## src/rtl/ledalu_pkg.sv

```systemverilog
// ----------------------------------------------------------------------------
// ledalu_pkg
// Types, command and status codes, and helpers shared by the LED register
// ALU and its pin map.
// ----------------------------------------------------------------------------
`default_nettype none

package ledalu_pkg;

   localparam int unsigned LED_WIDTH     = 12;
   localparam int unsigned DATA_WIDTH    = 8;
   localparam int unsigned CTRL_WIDTH    = 4;
   localparam int unsigned OPERAND_WIDTH = 16;

   // Command codes; 14 and 15 are unused and rejected
   typedef enum logic [3:0] {
      CMD_SET = 4'd0,
      CMD_GET = 4'd1,
      CMD_NOT = 4'd2,
      CMD_OR  = 4'd3,
      CMD_AND = 4'd4,
      CMD_XOR = 4'd5,
      CMD_ADD = 4'd6,
      CMD_SUB = 4'd7,
      CMD_INC = 4'd8,
      CMD_DEC = 4'd9,
      CMD_RS  = 4'd10,
      CMD_LS  = 4'd11,
      CMD_RCS = 4'd12,
      CMD_LCS = 4'd13
   } cmd_type;

   // Result status codes
   typedef enum logic [1:0] {
      STATUS_OK          = 2'd0,
      STATUS_NEG_OPERAND = 2'd1,
      STATUS_BAD_COMMAND = 2'd2
   } status_type;

   // Request payload
   typedef struct packed {
      logic [3:0]                       command;
      logic signed [OPERAND_WIDTH-1:0]  operand;
   } req_type;

   // Response payload
   typedef struct packed {
      logic [1:0]            status;
      logic [LED_WIDTH-1:0]  led_value;
      logic [DATA_WIDTH-1:0] data_lines;
      logic [CTRL_WIDTH-1:0] control_lines;
   } rsp_type;

   // x mod 12 for a 15-bit value: 4 * ((x >> 2) mod 3) + (x & 3).
   // The mod 3 part sums base-4 digits, since 4 is 1 mod 3.
   function automatic logic [3:0] mod12(input logic [14:0] x);
      logic [13:0] q;
      logic [4:0]  s;
      logic [2:0]  t;
      logic [1:0]  r3;
      q  = {1'b0, x[14:2]};
      s  = 5'(q[1:0]) + 5'(q[3:2]) + 5'(q[5:4]) + 5'(q[7:6])
         + 5'(q[9:8]) + 5'(q[11:10]) + 5'(q[13:12]);
      t  = 3'(s[1:0]) + 3'(s[3:2]) + 3'(s[4]);
      if (t >= 3'd6) begin
         t = t - 3'd6;
      end else if (t >= 3'd3) begin
         t = t - 3'd3;
      end
      r3 = t[1:0];
      return {r3, x[1:0]};
   endfunction

   // Pin map: strobe, autofeed and select are inverted, init is direct
   function automatic logic [CTRL_WIDTH-1:0] ctrl_map(input logic [LED_WIDTH-1:0] v);
      return {~v[11], v[10], ~v[9], ~v[8]};
   endfunction

endpackage

`default_nettype wire

```

## src/rtl/ledalu_core.sv

```systemverilog
// ----------------------------------------------------------------------------
// ledalu_core
// Combinational command ALU: applies one request to the current LED value
// and builds the response with status and pin map.
// ----------------------------------------------------------------------------
`default_nettype none

module ledalu_core (
   input  var ledalu_pkg::req_type                    req,
   input  var logic [ledalu_pkg::LED_WIDTH-1:0]       led_cur,
   output ledalu_pkg::rsp_type                        rsp
);

   ledalu_pkg::cmd_type                   cmd;
   logic                                  negative;
   logic                                  unary;
   logic [3:0]                            shamt;
   logic [ledalu_pkg::LED_WIDTH-1:0]      op;
   logic [2*ledalu_pkg::LED_WIDTH-1:0]    dbl;
   logic [2*ledalu_pkg::LED_WIDTH-1:0]    dbl_rr;
   logic [2*ledalu_pkg::LED_WIDTH-1:0]    dbl_rl;
   logic [ledalu_pkg::LED_WIDTH-1:0]      nv;
   logic                                  bad_cmd;
   ledalu_pkg::status_type                status;

   // Decode
   assign cmd      = ledalu_pkg::cmd_type'(req.command);
   assign negative = req.operand[ledalu_pkg::OPERAND_WIDTH-1];
   assign unary    = req.command inside {ledalu_pkg::CMD_GET, ledalu_pkg::CMD_NOT,
                                         ledalu_pkg::CMD_INC, ledalu_pkg::CMD_DEC};
   assign shamt    = ledalu_pkg::mod12(req.operand[14:0]);
   assign op       = req.operand[ledalu_pkg::LED_WIDTH-1:0];

   // Rotates work on the value doubled end to end
   assign dbl    = {led_cur, led_cur};
   assign dbl_rr = dbl >> shamt;
   assign dbl_rl = dbl << shamt;

   // Operation select
   always_comb begin
      nv      = led_cur;
      bad_cmd = 1'b0;
      case (cmd)
         ledalu_pkg::CMD_SET: nv = op;
         ledalu_pkg::CMD_GET: nv = led_cur;
         ledalu_pkg::CMD_NOT: nv = ~led_cur;
         ledalu_pkg::CMD_OR:  nv = led_cur | op;
         ledalu_pkg::CMD_AND: nv = led_cur & op;
         ledalu_pkg::CMD_XOR: nv = led_cur ^ op;
         ledalu_pkg::CMD_ADD: nv = led_cur + op;
         ledalu_pkg::CMD_SUB: nv = led_cur - op;
         ledalu_pkg::CMD_INC: nv = led_cur + 12'd1;
         ledalu_pkg::CMD_DEC: nv = led_cur - 12'd1;
         ledalu_pkg::CMD_RS:  nv = led_cur >> shamt;
         ledalu_pkg::CMD_LS:  nv = led_cur << shamt;
         ledalu_pkg::CMD_RCS: nv = dbl_rr[ledalu_pkg::LED_WIDTH-1:0];
         ledalu_pkg::CMD_LCS: nv = dbl_rl[2*ledalu_pkg::LED_WIDTH-1:ledalu_pkg::LED_WIDTH];
         default: begin
            nv      = led_cur;
            bad_cmd = 1'b1;
         end
      endcase
   end

   // Errors keep the register; negative operand wins over unknown command
   always_comb begin
      if (!unary && negative) begin
         status = ledalu_pkg::STATUS_NEG_OPERAND;
      end else if (bad_cmd) begin
         status = ledalu_pkg::STATUS_BAD_COMMAND;
      end else begin
         status = ledalu_pkg::STATUS_OK;
      end
   end

   always_comb begin
      rsp.status        = status;
      rsp.led_value     = (status == ledalu_pkg::STATUS_OK) ? nv : led_cur;
      rsp.data_lines    = rsp.led_value[ledalu_pkg::DATA_WIDTH-1:0];
      rsp.control_lines = ledalu_pkg::ctrl_map(rsp.led_value);
   end

endmodule

`default_nettype wire

```

## src/rtl/led_register_alu_with_pin_map_unit.sv

```systemverilog
// ----------------------------------------------------------------------------
// led_register_alu_with_pin_map_unit
// 12-bit LED register with a command ALU and parallel-port pin map.
// ----------------------------------------------------------------------------
// Usage:
//   Requests arrive on req_valid/req_ready/req_data (command, operand).
//   Each request yields exactly one response on rsp_valid/rsp_ready/rsp_data
//   carrying status, the LED value after the command, the data lines and
//   the control lines (strobe, autofeed, select inverted; init direct).
//   A request is captured in an input register, evaluated by the combinational
//   ALU against the LED register and written to the response register, and
//   rsp_valid rises when that register is loaded. The LED register is
//   updated on the same edge, so the next request sees the new value.
//   Throughput is one request per cycle while rsp_ready stays high; the
//   combinational ALU between the input and response registers sets that figure.
//   If the receiver stalls, the response holds and the input register still
//   takes one more request; req_ready then drops until the response moves.
//   Reset clears the LED register to zero and empties both stages.
// ----------------------------------------------------------------------------
`default_nettype none

module led_register_alu_with_pin_map_unit (
   input  var logic                 clock,
   input  var logic                 reset,
   input  var logic                 req_valid,
   output logic                     req_ready,
   input  var ledalu_pkg::req_type  req_data,
   output logic                     rsp_valid,
   input  var logic                 rsp_ready,
   output ledalu_pkg::rsp_type      rsp_data
);

   logic                             in_valid_ff;
   logic                             in_valid_in;
   ledalu_pkg::req_type              in_req_ff;
   logic                             out_valid_ff;
   logic                             out_valid_in;
   ledalu_pkg::rsp_type              out_rsp_ff;
   logic [ledalu_pkg::LED_WIDTH-1:0] led_ff;
   logic [ledalu_pkg::LED_WIDTH-1:0] led_in;
   ledalu_pkg::rsp_type              alu_rsp;
   logic                             advance;
   logic                             req_take;

   // Pipeline flow control
   assign advance   = in_valid_ff && (!out_valid_ff || rsp_ready);
   assign req_ready = !in_valid_ff || advance;
   assign req_take  = req_valid && req_ready;

   assign in_valid_in  = req_take || (in_valid_ff && !advance);
   assign out_valid_in = advance || (out_valid_ff && !rsp_ready);
   assign led_in       = advance ? alu_rsp.led_value : led_ff;

   // ALU
   ledalu_core u_core (
      .req     (in_req_ff),
      .led_cur (led_ff),
      .rsp     (alu_rsp)
   );

   // Control state
   always_ff @(posedge clock) begin
      if (reset) begin
         in_valid_ff  <= 1'b0;
         out_valid_ff <= 1'b0;
         led_ff       <= '0;
      end else begin
         in_valid_ff  <= in_valid_in;
         out_valid_ff <= out_valid_in;
         led_ff       <= led_in;
      end
   end

   // Payload registers
   always_ff @(posedge clock) begin
      if (req_take) begin
         in_req_ff <= req_data;
      end
      if (advance) begin
         out_rsp_ff <= alu_rsp;
      end
   end

   assign rsp_valid = out_valid_ff;
   assign rsp_data  = out_rsp_ff;

endmodule

`default_nettype wire

```

## config.mk

```make
export PLATFORM = sky130hd
export DESIGN_NAME = led_register_alu_with_pin_map_unit
export DESIGN_NICKNAME = d
export VERILOG_FILES = /design/src/rtl/ledalu_pkg.sv /design/src/rtl/ledalu_core.sv /design/src/rtl/led_register_alu_with_pin_map_unit.sv
export SDC_FILE = /design/constraint.sdc
export NUM_CORES = 1
export LEC_CHECK = 0
export ABC_AREA = 1
export BUFFER_PORTS_ARGS = -buffer_cell sky130_fd_sc_hd__clkbuf_2
export CAP_MARGIN = 15
export CORE_ASPECT_RATIO = 2
export CORE_MARGIN = 2
export CORE_UTILIZATION = 40
export DETAILED_ROUTE_END_ITERATION = 10
export GPL_ROUTABILITY_DRIVEN = 0
export GPL_TIMING_DRIVEN = 0
export HOLD_SLACK_MARGIN = 0.03
export PLACE_DENSITY_LB_ADDON = 0.08
export SETUP_SLACK_MARGIN = 0.3
export SLEW_MARGIN = 20
export SYNTH_ARGS = -nofsm -noshare
export SYNTH_HDL_FRONTEND = slang
export SYNTH_SLANG_ARGS = --single-unit
```

## constraint.sdc

```tcl
create_clock -name clock -period 5.8 [get_ports clock]
set_input_delay 0.58 -clock clock [delete_from_list [all_inputs] [get_ports clock]]
set_output_delay 0.58 -clock clock [all_outputs]
set_load 0.02 [all_outputs]
```

## Yosys cells after proc, flatten, opt, wreduce, memory -nomap -nowiden

Cells that the tools add are included.
Widths: inputs -> output; s select.

| word-level totals | value |
|---|---|
| memory bits (read-only) | 0 |
| latch bits | 0 |
| memories kept | 0 |
| logic and storage cells | 73 |
| bits in registers | 60 |
| bits in writable memories | 0 |

| cells by class | value |
|---|---|
| divide/modulo/power cells | 0 |
| add/subtract/negate cells | 14 |
| bitwise logic cells | 7 |
| equal/unequal tests | 13 |
| magnitude comparators | 2 |
| shifts and indexed selects | 4 |
| reduce and logical (&&, ||, !) cells | 18 |
| $mul | 0 |
| mux-type cells | 6 |

Operators by type and width:

| kind | number |
|---|---|
| $pmux 12 s13 | 1 |
| $eq 4x4->1 const B | 6 |
| $shl 24x4->24 | 1 |
| $shr 24x4->12 | 1 |
| $add 5x2->5 | 4 |
| $eq 4x3->1 const B | 4 |
| $reduce_or 14->1 | 1 |
| $add 12x1->12 const B | 1 |
| $add 12x12->12 | 1 |
| $and 12x12->12 | 1 |
| $mux 12 | 1 |
| $not 12->12 | 1 |
| $or 12x12->12 | 1 |
| $shl 12x4->12 | 1 |
| $shr 12x4->12 | 1 |
| $sub 12x1->12 const B | 1 |
| $sub 12x12->12 | 1 |
| $xor 12x12->12 | 1 |
| $eq 4x2->1 const B | 2 |
| $mux 2 | 4 |
| $add 2x2->3 | 2 |
| $add 5x1->5 | 1 |
| $logic_and 1x1->1 | 5 |
| $logic_not 1->1 | 5 |
| 10 further kinds | 16 |

## Logic depth before layout (Yosys ltp)

| depth | value |
|---|---|
| depth in word-level cells | 15 |
| depth in mapped cells | 28 |
| depth with buffers taken out | 27 |

## Cells and area by module

A second synthesis with hierarchy kept.

| second synthesis, totals | value |
|---|---|
| cell total of the unflattened synthesis | 943 |
| area total of the unflattened synthesis | 6237.2 µm² |

By module, submodules not included:

| module | area an instance (µm²) | times used | cells each | sequential area each (µm²) |
|---|---|---|---|---|
| ledalu_core | 4190.3 | 1 | 806 | 0.0 |
| led_register_alu_with_pin_map_unit | 2047.0 | 1 | 137 | 1661.6 |

## Worst setup path before layout

Ideal clock, no wire load.

| path | value |
|---|---|
| path kind | reg2reg |
| start point | register in_req_ff[2] (netlist bit) |
| end point | register out_rsp_ff, in the netlist rsp_data[21] (data pin) |
| cell stages (with the launch flop) | 25 |
| arrival | 5.583 ns |
| buffers on the path | 2 |
| path slack | -0.034 ns |
| period minus slack after synthesis | 5.834 ns |
| data required time | 5.549 ns |
| path through | edfxtp_1 > ha_1 > fa_1 > fa_1 > fa_1 > fa_1 > ha_1 > fa_1 > inv_1 > fa_1 > inv_1 > fa_1 > ha_1 > o21ai_2 > nand2_1 > nand2_2 > nand2_4 > buf_6 > buf_6 > nand3_1 > nand3_1 > a21oi_1 > nand3_1 > nand2_2 > inv_1 |

RTL lines:

| what | RTL line | RTL |
|---|---|---|
| start: declaration | led_register_alu_with_pin_map_unit.sv:35 | `ledalu_pkg::req_type in_req_ff;` |
| start signal: assignment | led_register_alu_with_pin_map_unit.sv:77 | `in_req_ff <= req_data;` |
| end signal: assignment | led_register_alu_with_pin_map_unit.sv:80 | `out_rsp_ff <= alu_rsp;` |
| end: declaration | led_register_alu_with_pin_map_unit.sv:38 | `ledalu_pkg::rsp_type out_rsp_ff;` |

==> impl_summary.md <==
CTS
The H-tree was split into 2 levels. The later pin in the worst-skew pair is clocked with a latency of 0.31 ns. The maximum count of clock buffers along a single path is 2. The total clock buffers created by CTS is 5. The cts-stage hold buffer count is 0. The root buffer cell chosen for the clock tree is sky130_fd_sc_hd__clkbuf_16.

After clock tree synthesis, the clock-pin slew on the worst setup and hold paths is 0.07 ns. TritonCTS built the clock tree. The tree built by TritonCTS fans out to 51 sinks.

Synth
The synthesized netlist net count is 961. The per-instance average area after synthesis is 6.52 µm². The cell count after synthesis is 880.

The async set-or-reset flop fraction in the synthesized netlist is 0%. The synthesis warning total is 0. After synthesis, flip-flops and latches occupy 24.2% of the total area. The cell area after technology mapping is 0.00574 mm². By instance count, the leading cell after synthesis is sky130_fd_sc_hd__nand2_1. Of the post-synthesis cell area, the dominant cell type holds 19.4%. Counting flops and latches in the post-synthesis netlist gives 51. After synthesis, the cell types taking the most area are sky130_fd_sc_hd__edfxtp_1, sky130_fd_sc_hd__nand2_1, sky130_fd_sc_hd__ha_1. The number of distinct library cell variants in the gate-level netlist after synthesis is 41. The number of flops mapped to enable cells by yosys is 37. Among all flip-flop cells after synthesis, the most frequent one is sky130_fd_sc_hd__edfxtp_1.

The post-synthesis cell type with the largest combined area is sky130_fd_sc_hd__edfxtp_1. After synthesis, the most frequently instantiated cells are sky130_fd_sc_hd__nand2_1, sky130_fd_sc_hd__nor2_1, sky130_fd_sc_hd__inv_1, sky130_fd_sc_hd__nand3_1, sky130_fd_sc_hd__o21ai_0.

Placed design
In this run the tool buffered the top-level ports with 51 buffer cells. The detailed placer's ending HPWL is 16.2 mm. Summing all placed instances gives a cell area of 0.00628 mm².

Routing
The first-pass iteration count of the detailed router is 5. The via density per instance is 5.47. Detailed routing inserted a total of 6280 vias. The total wirelength of the detailed-routed design is 20.9 mm. The number of remaining DRC errors is 0. The post-detailed-route count of antenna-violating nets is 0. In the final routed layout, each cell accounts on average for 18.2 µm.

The number of violations reported at the end of detailed-routing iteration 0 is 685.

Timing
The worst setup margin is -0.147 ns. Setup violations remaining at the end of the flow were counted as 17. Measured against its own limit, the worst slew margin works out to 42.3%. The clock period minus final worst setup slack is 5.95 ns. For this run, the top clock speed supported by timing is 168 MHz. Setup repair after global routing could not meet its margin everywhere.

The final-report hold violation count is 0. For the pin with the worst max-slew slack, the measured transition is 0.864 ns. The final count of pins violating max slew is 0. The clock tree skew after final layout is 0.00739 ns. Dividing the final minimum period by the clock period gives 103%.

Global route
The initial antenna violation count is 0. The via count of the first global-routing pass is 5877. Global routing used 27.4% of the available tracks.

The total overflow left after global routing is 0. Entering global routing, the biggest net connects 27 pins. The first global-routing pass estimated 31.8 mm of wire.

Floorplanning
The effective utilization at floorplan is 40.4%. The floorplan step defined a core boundary enclosing 0.0142 mm². The overall die area is 0.0154 mm². 52 I/O pins were placed. The floorplan die width is 88.7 µm.

From bottom edge to top edge, the die measures 173 µm. The number of cell rows is 62.

Setup path
The data arrival time of the critical path is 6.01 ns. In this run the worst path has a maximum fanout of 5. The required time reported for the critical path endpoint is 5.86 ns. The critical path is of the flip-flop to flip-flop type.

The critical path buffer and inverter count is 5. The endpoint class of the critical path is a flip-flop. The largest stage delay on the critical path is 0.51 ns. The setup slack of the most critical reg-to-reg path is -0.15 ns.

Measured in cells, the most critical reg-to-reg path has a length of 24. The startpoint type of the worst setup path is a flip-flop. The startpoint identified for the worst register-to-register timing path is in_req_ff[4]$_DFFE_PP_.

The cell with the most instances on the worst path is sky130_fd_sc_hd__fa_1. Traced cell by cell, the critical path runs through ha_2, fa_1, fa_1, fa_1, fa_1, ha_2, fa_1, inv_2, fa_2, inv_2, fa_2, ha_4, o21ai_4, nand2_2, nand2_4, buf_4, buf_4, nand3_2, nand2_2, nor2_1, nor2_2, o21ai_1, o21ai_2, inv_1. The cell with the largest stage delay on the worst path is sky130_fd_sc_hd__fa_1.

Among cell families on the critical path, the largest total delay comes from adder cells. The end of the worst register-to-register path is rsp_data[14]$_DFFE_PP_.

Min path
The number of instances on the worst hold path is 1. The terminating pin of the worst hold path is in_req_ff[3]$_DFFE_PP_. The worst hold path begins at req_data[3]. The class of the worst hold path is input pin to flip-flop.

Finish
The design area is 0.00691 mm². The antenna diode instance count is 0. In the final design database the tool counted 1037 nets. In the final layout, the share of cells above drive strength 1 is 21.9%.

Relative to the synthesized area, the layout overhead comes to 20.3%.

Status
The checks that failed: setup timing. The run finished, with violations left.

Flow run
Max-cap violations in this run came to 0.
## routing by layer
layer  share of wire [%]  vias to the layer above  GRT usage, %  wire length, µm
li1                    -                     3016             -                -
met1                  38                     2890          34.0             7990
met2                  49                      283          44.3            10200
met3                 6.3                       91          3.67             1320
met4                 6.9                        0          15.4             1450
met5                   0                        -             0                0
## layout make-up
type,instances,area [µm²]
plain buffers,37,289
clock buffers,5,125
clock inverters,3,47.5
fillers,1490,7290
inverters,93,357
multi-input cells,699,4050
flip-flops and latches,51,1390
well taps,192,240
repair buffers,69,405
## worst max-delay path by stage
stage          cells past startpoint              startpoint                     end  slack [ns]
3_5_place_dp                      23  in_req_ff[4]$_DFFE_PP_  rsp_data[14]$_DFFE_PP_       -0.54
2_1_floorplan                     24  in_req_ff[4]$_DFFE_PP_  rsp_data[21]$_DFFE_PP_        0.07
3_3_place_gp                      23  in_req_ff[2]$_DFFE_PP_  rsp_data[14]$_DFFE_PP_       -0.48
4_1_cts                           25  in_req_ff[2]$_DFFE_PP_  rsp_data[14]$_DFFE_PP_       -0.16
5_1_grt                           26  in_req_ff[4]$_DFFE_PP_  rsp_data[23]$_DFFE_PP_       -0.34
6_report                          24  in_req_ff[4]$_DFFE_PP_  rsp_data[14]$_DFFE_PP_       -0.15
## logic make-up (layout without fill, tap and decap cells)
family / Yosys count / count (layout) / share of synthesized area [%]
compound gates: 140 / 140 / 13.7
simple gates: 495 / 495 / 36.7
fa+ha+maj: 57 / 57 / 13.9
flops: 51 / 51 / 24.2
xor+xnor: 7 / 7 / 1.07
buf+inv: 130 / 207 / 10.5
## flip-flops by register name (all words and copies together), names as in the netlist
signal / count
rsp_valid: 1
rsp_data: 17
led_ff: 12
in_valid_ff: 1
in_req_ff: 20
## through the flow
stage / hold WS [ns] / util (%) / setup WS, ns / std cells / TNS, ns
2_1_floorplan: 0.445 / - / 0.0728 / 880 / 0
3_3_place_gp: 0.460 / 44.2 / -0.479 / 1123 / -7.91
3_5_place_dp: 0.466 / 44.2 / -0.541 / 1123 / -9.19
4_1_cts: 0.447 / 46.9 / -0.163 / 1142 / -1.93
5_1_grt: 0.446 / 48.6 / -0.338 / 1149 / -6.51
6_report: 0.447 / 48.6 / -0.147 / 1149 / -1.02
## repair_timing
action,4_1_cts,5_1_grt
endpoints found under the setup margin,27,27
resized for setup,37,54
gates cloned,1,0
buffers inserted,10,7
pin swaps,19,17
## placed cells by master (no fill, tap or decap), types with 8 or more instances in the layout
cell | Yosys | routed
sky130_fd_sc_hd__dfxtp_1 | 14 | 14
sky130_fd_sc_hd__a21oi_1 | 39 | 35
sky130_fd_sc_hd__buf_4 | 14 | 26
sky130_fd_sc_hd__nand2_2 | 7 | 23
sky130_fd_sc_hd__nand4_1 | 8 | 8
sky130_fd_sc_hd__buf_6 | 6 | 8
sky130_fd_sc_hd__ha_1 | 46 | 42
sky130_fd_sc_hd__nand3_2 | 6 | 14
sky130_fd_sc_hd__o21ai_2 | 4 | 9
sky130_fd_sc_hd__inv_1 | 89 | 83
sky130_fd_sc_hd__nand3_1 | 76 | 65
sky130_fd_sc_hd__nor2_1 | 101 | 94
sky130_fd_sc_hd__clkbuf_2 | 0 | 52
sky130_fd_sc_hd__nor2_2 | 5 | 11
sky130_fd_sc_hd__fa_1 | 11 | 9
sky130_fd_sc_hd__o21ai_0 | 60 | 55
sky130_fd_sc_hd__edfxtp_1 | 37 | 37
sky130_fd_sc_hd__nand2_1 | 274 | 253
sky130_fd_sc_hd__buf_2 | 11 | 10
## worst register-to-register path, cell delays in order (launching register included)
cell and delay [ns]:
sky130_fd_sc_hd__edfxtp_1 0.43, sky130_fd_sc_hd__ha_2 0.21, sky130_fd_sc_hd__fa_1 0.45, sky130_fd_sc_hd__fa_1 0.49, sky130_fd_sc_hd__fa_1 0.51, sky130_fd_sc_hd__fa_1 0.42, sky130_fd_sc_hd__ha_2 0.20, sky130_fd_sc_hd__fa_1 0.49
sky130_fd_sc_hd__inv_2 0.04, sky130_fd_sc_hd__fa_2 0.34, sky130_fd_sc_hd__inv_2 0.07, sky130_fd_sc_hd__fa_2 0.48, sky130_fd_sc_hd__ha_4 0.20, sky130_fd_sc_hd__o21ai_4 0.18, sky130_fd_sc_hd__nand2_2 0.10, sky130_fd_sc_hd__nand2_4 0.11
sky130_fd_sc_hd__buf_4 0.12, sky130_fd_sc_hd__buf_4 0.15, sky130_fd_sc_hd__nand3_2 0.10, sky130_fd_sc_hd__nand2_2 0.07, sky130_fd_sc_hd__nor2_1 0.05, sky130_fd_sc_hd__nor2_2 0.13, sky130_fd_sc_hd__o21ai_1 0.10, sky130_fd_sc_hd__o21ai_2 0.22
sky130_fd_sc_hd__inv_1 0.06
Power is not shown: default switching activity piles up to over one toggle a cycle in this logic, so the estimate is an artifact.
